**src/rtl/fbpa_pkg.sv**
```systemverilog
package fbpa_pkg;

	localparam int ADDR_W = 48;
	localparam int SIZE_W = 17;
	localparam int CAP_W  = 9;
	localparam int STAT_W = 3;
	localparam int CFG_IDX_W = 2;

	localparam logic [STAT_W-1:0] ST_OK         = 3'd0;
	localparam logic [STAT_W-1:0] ST_WRONG_SIZE = 3'd1;
	localparam logic [STAT_W-1:0] ST_FULL       = 3'd2;
	localparam logic [STAT_W-1:0] ST_NULL       = 3'd3;
	localparam logic [STAT_W-1:0] ST_RANGE      = 3'd4;
	localparam logic [STAT_W-1:0] ST_NOT_IN_USE = 3'd5;

	localparam logic [CFG_IDX_W-1:0] CFG_BASE     = 2'd0;
	localparam logic [CFG_IDX_W-1:0] CFG_BSIZE    = 2'd1;
	localparam logic [CFG_IDX_W-1:0] CFG_CAPACITY = 2'd2;

	localparam logic [ADDR_W-1:0] BASE_RESET  = 48'd4096;
	localparam logic [SIZE_W-1:0] BSIZE_RESET = 17'd64;
	localparam logic [CAP_W-1:0]  CAP_RESET   = 9'd256;

	// one quotient bit per step
	localparam int DIV_STEPS = ADDR_W;
	localparam int DIV_CNT_W = $clog2(DIV_STEPS);

	typedef struct packed {
		logic              start;
		logic [ADDR_W-1:0] dividend;
		logic [SIZE_W-1:0] divisor;
	} div_req_t;

	typedef struct packed {
		logic              done;
		logic [ADDR_W-1:0] quotient;
	} div_rsp_t;

endpackage

```
**src/rtl/fbpa_bitmap.sv**
```systemverilog
module fbpa_bitmap #(
	parameter int DEPTH = 256,
	parameter int IW    = 8
) (
	input  logic          clk,
	input  logic          we,
	input  logic [IW-1:0] waddr,
	input  logic          wdata,
	input  logic [IW-1:0] raddr,
	output logic          rdata
);

	logic mem [DEPTH];

	always_ff @(posedge clk) begin
		if (we) begin
			mem[waddr] <= wdata;
		end
	end

	always_ff @(posedge clk) begin
		rdata <= mem[raddr];
	end

endmodule

```
**src/rtl/fbpa_divider.sv**
```systemverilog
module fbpa_divider (
	input  logic                clk,
	input  logic                arst_n,
	input  fbpa_pkg::div_req_t  req,
	output fbpa_pkg::div_rsp_t  rsp
);

	logic                          busy_q;
	logic                          done_q;
	logic [fbpa_pkg::DIV_CNT_W-1:0] cnt_q;
	logic [fbpa_pkg::SIZE_W-1:0]   rem_q;
	logic [fbpa_pkg::ADDR_W-1:0]   quo_q;
	logic [fbpa_pkg::SIZE_W-1:0]   dvs_q;
	logic [fbpa_pkg::SIZE_W:0]     shifted;
	logic [fbpa_pkg::SIZE_W+1:0]   diff;
	logic                          ge;

	// restoring step: shift in next dividend bit, try subtract
	assign shifted = {rem_q, quo_q[fbpa_pkg::ADDR_W-1]};
	assign diff    = {1'b0, shifted} - {2'b00, dvs_q};
	assign ge      = ~diff[fbpa_pkg::SIZE_W+1];

	always_ff @(posedge clk or negedge arst_n) begin
		if (!arst_n) begin
			busy_q <= 1'b0;
			done_q <= 1'b0;
			cnt_q  <= '0;
		end else begin
			done_q <= 1'b0;
			if (req.start) begin
				busy_q <= 1'b1;
				cnt_q  <= '0;
			end else if (busy_q) begin
				if (cnt_q == fbpa_pkg::DIV_CNT_W'(fbpa_pkg::DIV_STEPS - 1)) begin
					busy_q <= 1'b0;
					done_q <= 1'b1;
				end else begin
					cnt_q <= cnt_q + 1'b1;
				end
			end
		end
	end

	always_ff @(posedge clk) begin
		if (req.start) begin
			rem_q <= '0;
			quo_q <= req.dividend;
			dvs_q <= req.divisor;
		end else if (busy_q) begin
			rem_q <= ge ? diff[fbpa_pkg::SIZE_W-1:0] : shifted[fbpa_pkg::SIZE_W-1:0];
			quo_q <= {quo_q[fbpa_pkg::ADDR_W-2:0], ge};
		end
	end

	assign rsp.done     = done_q;
	assign rsp.quotient = quo_q;

endmodule

```
**src/rtl/fixed_block_pool_allocator.sv**
```systemverilog
// fixed-size block pool allocator
//
// s_* channel: one request per transfer. s_tuser carries the opcode
// (0 acquire, 1 release), s_tdata the requested size and the address
// handed back. m_* channel: exactly one result per request, carrying a
// status code and the acquired block address (zero unless an acquire
// succeeded). cfg_we/cfg_index/cfg_wdata write base address, block size
// and capacity; write them only while no request is in flight.
//
// one request is processed at a time under a small sequencer. an acquire
// checks the cached free index, then runs an upward scan of the bitmap
// for the next free block (one bitmap read per SCAN_RD/SCAN_CHK pass).
// a release waits on the bit-serial divider that turns the address
// offset into a block index (48 steps). early rejects (wrong size, full,
// null, below base, zero block size) go straight to the result.
//
// after reset the bitmap memory is swept to all free, one entry per
// cycle, with s_tready low. the result sits in an output register: a new
// request may be taken while it waits, but a finished result holds the
// sequencer until m_tready drains the register.
module fixed_block_pool_allocator #(
	parameter int MAX_BLOCKS = 256
) (
	input  logic        clk,
	input  logic        arst_n,
	input  logic        s_tvalid,
	output logic        s_tready,
	// [16:0] request_size, [64:17] release_address, [71:65] zero
	input  logic [71:0] s_tdata,
	// [0] opcode
	input  logic [0:0]  s_tuser,
	output logic        m_tvalid,
	input  logic        m_tready,
	// [2:0] status, [50:3] block_address, [55:51] zero
	output logic [55:0] m_tdata,
	input  logic        cfg_we,
	input  logic [1:0]  cfg_index,
	input  logic [47:0] cfg_wdata
);

	localparam int IW = (MAX_BLOCKS > 1) ? $clog2(MAX_BLOCKS) : 1;
	localparam int CW = $clog2(MAX_BLOCKS + 1);
	localparam int EW = (CW > fbpa_pkg::CAP_W) ? CW : fbpa_pkg::CAP_W;
	localparam int PW = IW + fbpa_pkg::SIZE_W;
	localparam int AW = fbpa_pkg::ADDR_W;
	localparam int SW = fbpa_pkg::SIZE_W;

	typedef enum logic [3:0] {
		CLEAR,
		IDLE,
		ACQ_RD,
		ACQ_CHK,
		ACQ_ADDR,
		SCAN_RD,
		SCAN_CHK,
		REL_CHK,
		REL_DIV,
		REL_RD,
		REL_CHK2,
		FIN
	} state_t;

	state_t state_q;

	// configuration registers
	logic [AW-1:0]               base_q;
	logic [SW-1:0]               bsize_q;
	logic [fbpa_pkg::CAP_W-1:0]  cap_q;

	// allocator state
	logic [IW-1:0] lfi_q;
	logic          lfv_q;
	logic [IW-1:0] clr_q;
	logic [CW-1:0] scan_q;
	logic [IW-1:0] slot_q;
	logic [PW-1:0] prod_q;

	// captured request
	logic [SW-1:0] req_size_q;
	logic [AW-1:0] rel_addr_q;

	// pending result and output register
	logic [fbpa_pkg::STAT_W-1:0] res_stat_q;
	logic [AW-1:0]               res_addr_q;
	logic                        m_valid_q;
	logic [fbpa_pkg::STAT_W-1:0] m_stat_q;
	logic [AW-1:0]               m_addr_q;

	// effective capacity: min(capacity, MAX_BLOCKS)
	logic [EW-1:0] cap_ext;
	logic [EW-1:0] maxb_ext;
	logic [CW-1:0] cap_eff;

	assign cap_ext  = EW'(cap_q);
	assign maxb_ext = EW'(MAX_BLOCKS);
	assign cap_eff  = (cap_ext < maxb_ext) ? cap_ext[CW-1:0] : maxb_ext[CW-1:0];

	// bitmap memory port
	logic          mem_we;
	logic [IW-1:0] mem_waddr;
	logic          mem_wdata;
	logic [IW-1:0] mem_raddr;
	logic          mem_rdata;

	fbpa_pkg::div_req_t div_req;
	fbpa_pkg::div_rsp_t div_rsp;

	fbpa_divider u_div (
		.clk    (clk),
		.arst_n (arst_n),
		.req    (div_req),
		.rsp    (div_rsp)
	);

	fbpa_bitmap #(
		.DEPTH (MAX_BLOCKS),
		.IW    (IW)
	) u_map (
		.clk   (clk),
		.we    (mem_we),
		.waddr (mem_waddr),
		.wdata (mem_wdata),
		.raddr (mem_raddr),
		.rdata (mem_rdata)
	);

	logic s_fire;
	logic out_free;
	logic quo_in_range;

	assign s_tready     = (state_q == IDLE);
	assign s_fire       = s_tvalid && s_tready;
	assign out_free     = !m_valid_q || m_tready;
	assign quo_in_range = div_rsp.quotient < AW'(cap_eff);

	// divider launch: offset from base over block size
	assign div_req.start    = (state_q == REL_CHK) && (rel_addr_q != '0) &&
	                          (rel_addr_q >= base_q) && (bsize_q != '0);
	assign div_req.dividend = rel_addr_q - base_q;
	assign div_req.divisor  = bsize_q;

	// bitmap access per state
	always_comb begin
		mem_we    = 1'b0;
		mem_waddr = lfi_q;
		mem_wdata = 1'b0;
		mem_raddr = lfi_q;
		unique case (state_q)
			CLEAR: begin
				mem_we    = 1'b1;
				mem_waddr = clr_q;
				mem_wdata = 1'b0;
			end
			ACQ_CHK: begin
				mem_we    = !mem_rdata;
				mem_waddr = lfi_q;
				mem_wdata = 1'b1;
			end
			SCAN_RD: begin
				mem_raddr = scan_q[IW-1:0];
			end
			REL_RD: begin
				mem_raddr = div_rsp.quotient[IW-1:0];
			end
			REL_CHK2: begin
				mem_we    = mem_rdata;
				mem_waddr = slot_q;
				mem_wdata = 1'b0;
			end
			default: begin
			end
		endcase
	end

	// configuration writes
	always_ff @(posedge clk or negedge arst_n) begin
		if (!arst_n) begin
			base_q  <= fbpa_pkg::BASE_RESET;
			bsize_q <= fbpa_pkg::BSIZE_RESET;
			cap_q   <= fbpa_pkg::CAP_RESET;
		end else if (cfg_we) begin
			unique case (cfg_index)
				fbpa_pkg::CFG_BASE:     base_q  <= cfg_wdata;
				fbpa_pkg::CFG_BSIZE:    bsize_q <= cfg_wdata[SW-1:0];
				fbpa_pkg::CFG_CAPACITY: cap_q   <= cfg_wdata[fbpa_pkg::CAP_W-1:0];
				default: begin
				end
			endcase
		end
	end

	// sequencer, allocator state and output register
	always_ff @(posedge clk or negedge arst_n) begin
		if (!arst_n) begin
			state_q    <= CLEAR;
			lfi_q      <= '0;
			lfv_q      <= 1'b1;
			clr_q      <= '0;
			scan_q     <= '0;
			slot_q     <= '0;
			prod_q     <= '0;
			req_size_q <= '0;
			rel_addr_q <= '0;
			res_stat_q <= fbpa_pkg::ST_OK;
			res_addr_q <= '0;
			m_valid_q  <= 1'b0;
			m_stat_q   <= fbpa_pkg::ST_OK;
			m_addr_q   <= '0;
		end else begin
			// drained and not refilled this cycle
			if (m_valid_q && m_tready && !((state_q == FIN) && out_free)) begin
				m_valid_q <= 1'b0;
			end
			unique case (state_q)
				CLEAR: begin
					clr_q <= clr_q + 1'b1;
					if (clr_q == IW'(MAX_BLOCKS - 1)) begin
						state_q <= IDLE;
					end
				end
				IDLE: begin
					if (s_fire) begin
						req_size_q <= s_tdata[SW-1:0];
						rel_addr_q <= s_tdata[SW+AW-1:SW];
						res_stat_q <= fbpa_pkg::ST_OK;
						res_addr_q <= '0;
						state_q    <= s_tuser[0] ? REL_CHK : ACQ_RD;
					end
				end
				ACQ_RD: begin
					if (req_size_q != bsize_q) begin
						res_stat_q <= fbpa_pkg::ST_WRONG_SIZE;
						state_q    <= FIN;
					end else if (!lfv_q || (CW'(lfi_q) >= cap_eff)) begin
						res_stat_q <= fbpa_pkg::ST_FULL;
						state_q    <= FIN;
					end else begin
						state_q <= ACQ_CHK;
					end
				end
				ACQ_CHK: begin
					if (mem_rdata) begin
						// stale index names a block in use
						res_stat_q <= fbpa_pkg::ST_FULL;
						state_q    <= FIN;
					end else begin
						prod_q  <= PW'(lfi_q) * PW'(bsize_q);
						slot_q  <= lfi_q;
						scan_q  <= CW'(lfi_q) + 1'b1;
						lfi_q   <= '0;
						lfv_q   <= 1'b0;
						state_q <= ACQ_ADDR;
					end
				end
				ACQ_ADDR: begin
					res_addr_q <= base_q + AW'(prod_q);
					state_q    <= SCAN_RD;
				end
				SCAN_RD: begin
					if (scan_q >= cap_eff) begin
						state_q <= FIN;
					end else begin
						state_q <= SCAN_CHK;
					end
				end
				SCAN_CHK: begin
					if (!mem_rdata) begin
						lfi_q   <= scan_q[IW-1:0];
						lfv_q   <= 1'b1;
						state_q <= FIN;
					end else begin
						scan_q  <= scan_q + 1'b1;
						state_q <= SCAN_RD;
					end
				end
				REL_CHK: begin
					if (rel_addr_q == '0) begin
						res_stat_q <= fbpa_pkg::ST_NULL;
						state_q    <= FIN;
					end else if ((rel_addr_q < base_q) || (bsize_q == '0)) begin
						res_stat_q <= fbpa_pkg::ST_RANGE;
						state_q    <= FIN;
					end else begin
						state_q <= REL_DIV;
					end
				end
				REL_DIV: begin
					if (div_rsp.done) begin
						state_q <= REL_RD;
					end
				end
				REL_RD: begin
					if (!quo_in_range) begin
						res_stat_q <= fbpa_pkg::ST_RANGE;
						state_q    <= FIN;
					end else begin
						slot_q  <= div_rsp.quotient[IW-1:0];
						state_q <= REL_CHK2;
					end
				end
				REL_CHK2: begin
					if (!mem_rdata) begin
						res_stat_q <= fbpa_pkg::ST_NOT_IN_USE;
					end else if (!lfv_q || (slot_q < lfi_q)) begin
						lfi_q <= slot_q;
						lfv_q <= 1'b1;
					end
					state_q <= FIN;
				end
				FIN: begin
					if (out_free) begin
						m_valid_q <= 1'b1;
						m_stat_q  <= res_stat_q;
						m_addr_q  <= res_addr_q;
						state_q   <= IDLE;
					end
				end
				default: begin
					state_q <= IDLE;
				end
			endcase
		end
	end

	assign m_tvalid = m_valid_q;
	assign m_tdata  = {5'b00000, m_addr_q, m_stat_q};

endmodule
```
**config.mk**
```make
export PLATFORM = sky130hd
export DESIGN_NAME = fixed_block_pool_allocator
export DESIGN_NICKNAME = d
export VERILOG_FILES = /design/src/rtl/fbpa_pkg.sv /design/src/rtl/fbpa_bitmap.sv /design/src/rtl/fbpa_divider.sv /design/src/rtl/fixed_block_pool_allocator.sv
export SDC_FILE = /design/constraint.sdc
export NUM_CORES = 2
export LEC_CHECK = 0
export ABC_AREA = 1
export BUFFER_PORTS_ARGS = -buffer_cell sky130_fd_sc_hd__buf_2
export CORE_AREA = 2 2 274 276
export CTS_CLUSTER_SIZE = 12
export DETAILED_ROUTE_END_ITERATION = 8
export DIE_AREA = 0 0 276 278
export GPL_ROUTABILITY_DRIVEN = 0
export PLACE_DENSITY = 0.72
export SLEW_MARGIN = 20
export SYNTH_ARGS = -nofsm -noshare
export SYNTH_HDL_FRONTEND = slang
export SYNTH_SLANG_ARGS = --single-unit
```
**constraint.sdc**
```tcl
create_clock -name clk -period 9.9 [get_ports clk]
set_input_delay 1.98 -clock clk [delete_from_list [all_inputs] [get_ports clk]]
set_output_delay 1.98 -clock clk [all_outputs]
set_load 0.05 [all_outputs]
```
==> flow_summary.yaml <==
outcome:
  status: "completed"
routing:
  ant_nets: 0
  first_iter_violations: 2907
  viasPerCell: 5.527
  routedWlPerCell_um: 17.88
  drcViolationCount: 0
  vias: 33740
  routed_wirelength_um: 109200
  firstDrtPassIters: 6
floorplanning:
  start_util_pct: 54.44
  core_area_mm2: 0.07382
  num_rows: 100
  pin_count: 186
  die_area_mm2: 0.07673
  die_y_um: 278
  fp.dieW_um: 276
setup_path:
  path_class: "flop to flop"
  path_delay_family: "adder cells"
  worstPathRequired_ns: 10.38
  crit_chain: "nand2_1 > fa_1 > fa_1 > inv_1 > fa_1 > inv_1 > fa_1 > inv_1 > ha_1 > a21oi_1 > o21ai_0 > a21o_1 > a21oi_1 > o21ai_0 > a21oi_1 > xor2_1 > o21ai_0"
  slowest_stage: "dfrtp_1"
  critPathArrivalTime_ns: 5.93
  crit_path_frequent_cell: "fa_1"
  cp-start-kind: "flop"
  endpoint_kind: "flop"
  ff2ff_setup_slack_ns: 4.46
  slowest_delay_ns: 1.02
  worst-path-buf-inv: 3
  path_max_fanout: 21
sta:
  max_slew.worst_pin.slew_ns: 1.186
  slew_headroom_pct: 20.96
  fin_setup_tns_ns: 0
  final.period_utilization_pct: 54.98
  finalSetupViolations: 0
  clock_skew_ns: 0.04336
  fmax_mhz: 183.7
  maxSlewViolCount: 0
  rsz0062_at_grt: "false"
  fin_crit_ns: 5.443
  hold_viol: 0
finish:
  area_delta_synth_final_pct: 9.602
  layout.nets: 5469
  drive_above_1_share_pct: 7.712
  fin_util_pct: 59.66
  fillers: 6562
global_routing:
  grt_pass1_vias: 32450
  overflow: 0
  top_usage_layer: "met2"
  use_met3_pct: 4.928
  grt_max_degree: 150
  grt_use_met1_pct: 37.87
  antenna_found_initial: 3
  grt_util_met2_pct: 45.55
  grt.total_usage_pct: 28.30
  grt_pass1_wl_um: 172500
yosys:
  syn_area_mm2: 0.04019
  synth_cells: 4999
  yosysWarningCount: 0
  avgSynthCellArea_um2: 8.039
  synth_edf_count: 321
  ys_seq_area_share_pct: 44.39
  ys_types: 60
  ys_ff_latch: 652
  async_flop_share_pct: 48.01
  ys.flop_type: "edfxtp_1"
pwr:
  power_mw: 6.199
  worst_ir_drop_vdd_v: 0.0001298
  power.density_mw_per_mm2: 140.7
  p_leak_nw: 21.94
place:
  dp_hpwl_um: 76490
  io_buffers: 173
clock_tree:
  cts_buffers: 72
  cts_tree: "built"
  worstSkewPairLatency_ns: 0.65
  ctsResizeCount: 0
  hold_buffers: 0
  cts.path.max_buffers: 3
  clk_pin_slew_ns: 0.06
  root_buffer: "clkbuf_16"
  cts_sinks: 652
  htree_levels: 3
  post_cts_buffers: 0
min_path:
  hold_path.class: "flop to flop"
job:
  maxCapViolations: 0
tightest hold or removal path, stage by stage (launching register included):
cell and delay (ns):
dfrtp_1 0.33, nand2_1 0.05, o21ai_0 0.06
sequential cells by signal, summed over array words and instances, names as in the netlist, 3 cells and up:
signal and cells:
base_q 48, bsize_q 17, cap_ext 9, clr_q 8, lfi_q 8, m_addr_q 48
m_stat_q 3, prod_q 25, rel_addr_q 48, req_size_q 17, res_addr_q 48, res_stat_q 3
scan_q 9, slot_q 8, state_q 4, u_div.cnt_q 6, u_div.dvs_q 17, u_div.quo_q 48
u_div.rem_q 17, u_map.mem 256
layer usage:
layer	part of all wire, %	vias up
li1	-	16180
met1	42	15920
met2	45	1366
met3	8.1	271
met4	4.4	4
met5	0.021	-
synthesized netlist by cell type (all sizes together), types with 93 or more instances:
master / count / area share (%)
nand2: 1180 / 11
inv: 831 / 7.8
nor2: 531 / 5.2
o21ai: 338 / 4.2
nand3: 331 / 4.1
edfxtp: 321 / 24
dfrtp: 309 / 19
a21oi: 257 / 3.4
ha: 170 / 5.3
buf: 105 / 1.5
clkbuf: 95 / 0.89
fa: 93 / 4.6
worst paths after layout:
path / from / to / depth (start not counted)
min in group asynchronous: arst_n / m_addr_q[36] / 1
max in group asynchronous: arst_n / req_size_q[15] / 2
min reg2reg: m_addr_q[35] / m_addr_q[35] / 2
max reg2reg: lfi_q[7] / prod_q[18] / 17
max: lfi_q[7] / prod_q[18] / 17
min: m_addr_q[35] / m_addr_q[35] / 2
layout by cell type, fill, tap and decap left out, types with 7 or more instances in the layout:
cell type,instances
ha_1,170
nand2_2,7
clkbuf_1,27
edfxtp_1,321
o21bai_1,13
a21oi_1,249
clkbuf_16,73
xnor2_1,45
nor4_1,28
nor3_1,38
nand3_1,329
o21ai_0,310
o21ai_1,26
inv_2,21
nor2_1,511
nor2_2,12
xor2_1,68
fa_1,93
a21o_1,19
nand3b_1,27
nand2_1,1167
or2_2,12
a31oi_1,32
dfxtp_1,18
o211ai_1,12
dfrtp_1,309
inv_1,811
buf_2,172
o22ai_1,43
buf_4,25
clkbuf_8,10
a21boi_0,7
nand4_1,32
power breakdown:
group	switching (mW)	total, mW	leakage, nW	internal [mW]
Sequential	0.105	2.98	6.42	2.88
Combinational	0.328	0.481	14.4	0.153
Clock	1.16	2.74	1.16	1.57
Total	1.60	6.20	21.9	4.60
final cells by class:
class	count	area, µm²	share of cell area [%]
Multi-Input combinational cell	3318	18340	41.63
Sequential cell	652	17840	40.50
Inverter	833	3127	7.099
Clock buffer	110	2066	4.690
Tap cell	969	1212	2.753
Timing Repair Buffer	201	1115	2.531
Clock inverter	21	349.1	0.7926
Antenna cell	1	2.502	0.005682
cell families after synthesis:
group	Yosys count	share of synthesized area (%)
AND/OR/NAND/NOR	2188	22.74
buffers and inverters	1033	10.13
AO/OA/AOI/OAI	746	10.26
flip-flops	652	44.39
adder cells (fa/ha/maj)	263	9.926
XOR/XNOR	113	2.463
multiplexers	3	0.08406
other	1	0.009332
stage by stage:
| step | hold slack (ns) | area [µm²] | setup slack, ns | std cells |
|---|---|---|---|---|
| after floorplan | 0.4362 | 40200 | 1.503 | 5003 |
| after global placement | 0.4644 | 41590 | 4.558 | 5972 |
| after detailed placement | 0.4728 | 41590 | 4.502 | 5972 |
| after CTS | 0.4858 | 44000 | 4.501 | 6103 |
| after global routing | 0.4999 | 44040 | 4.107 | 6105 |
| final | 0.4809 | 44040 | 4.457 | 6105 |
(Power assumes the default switching activity.)
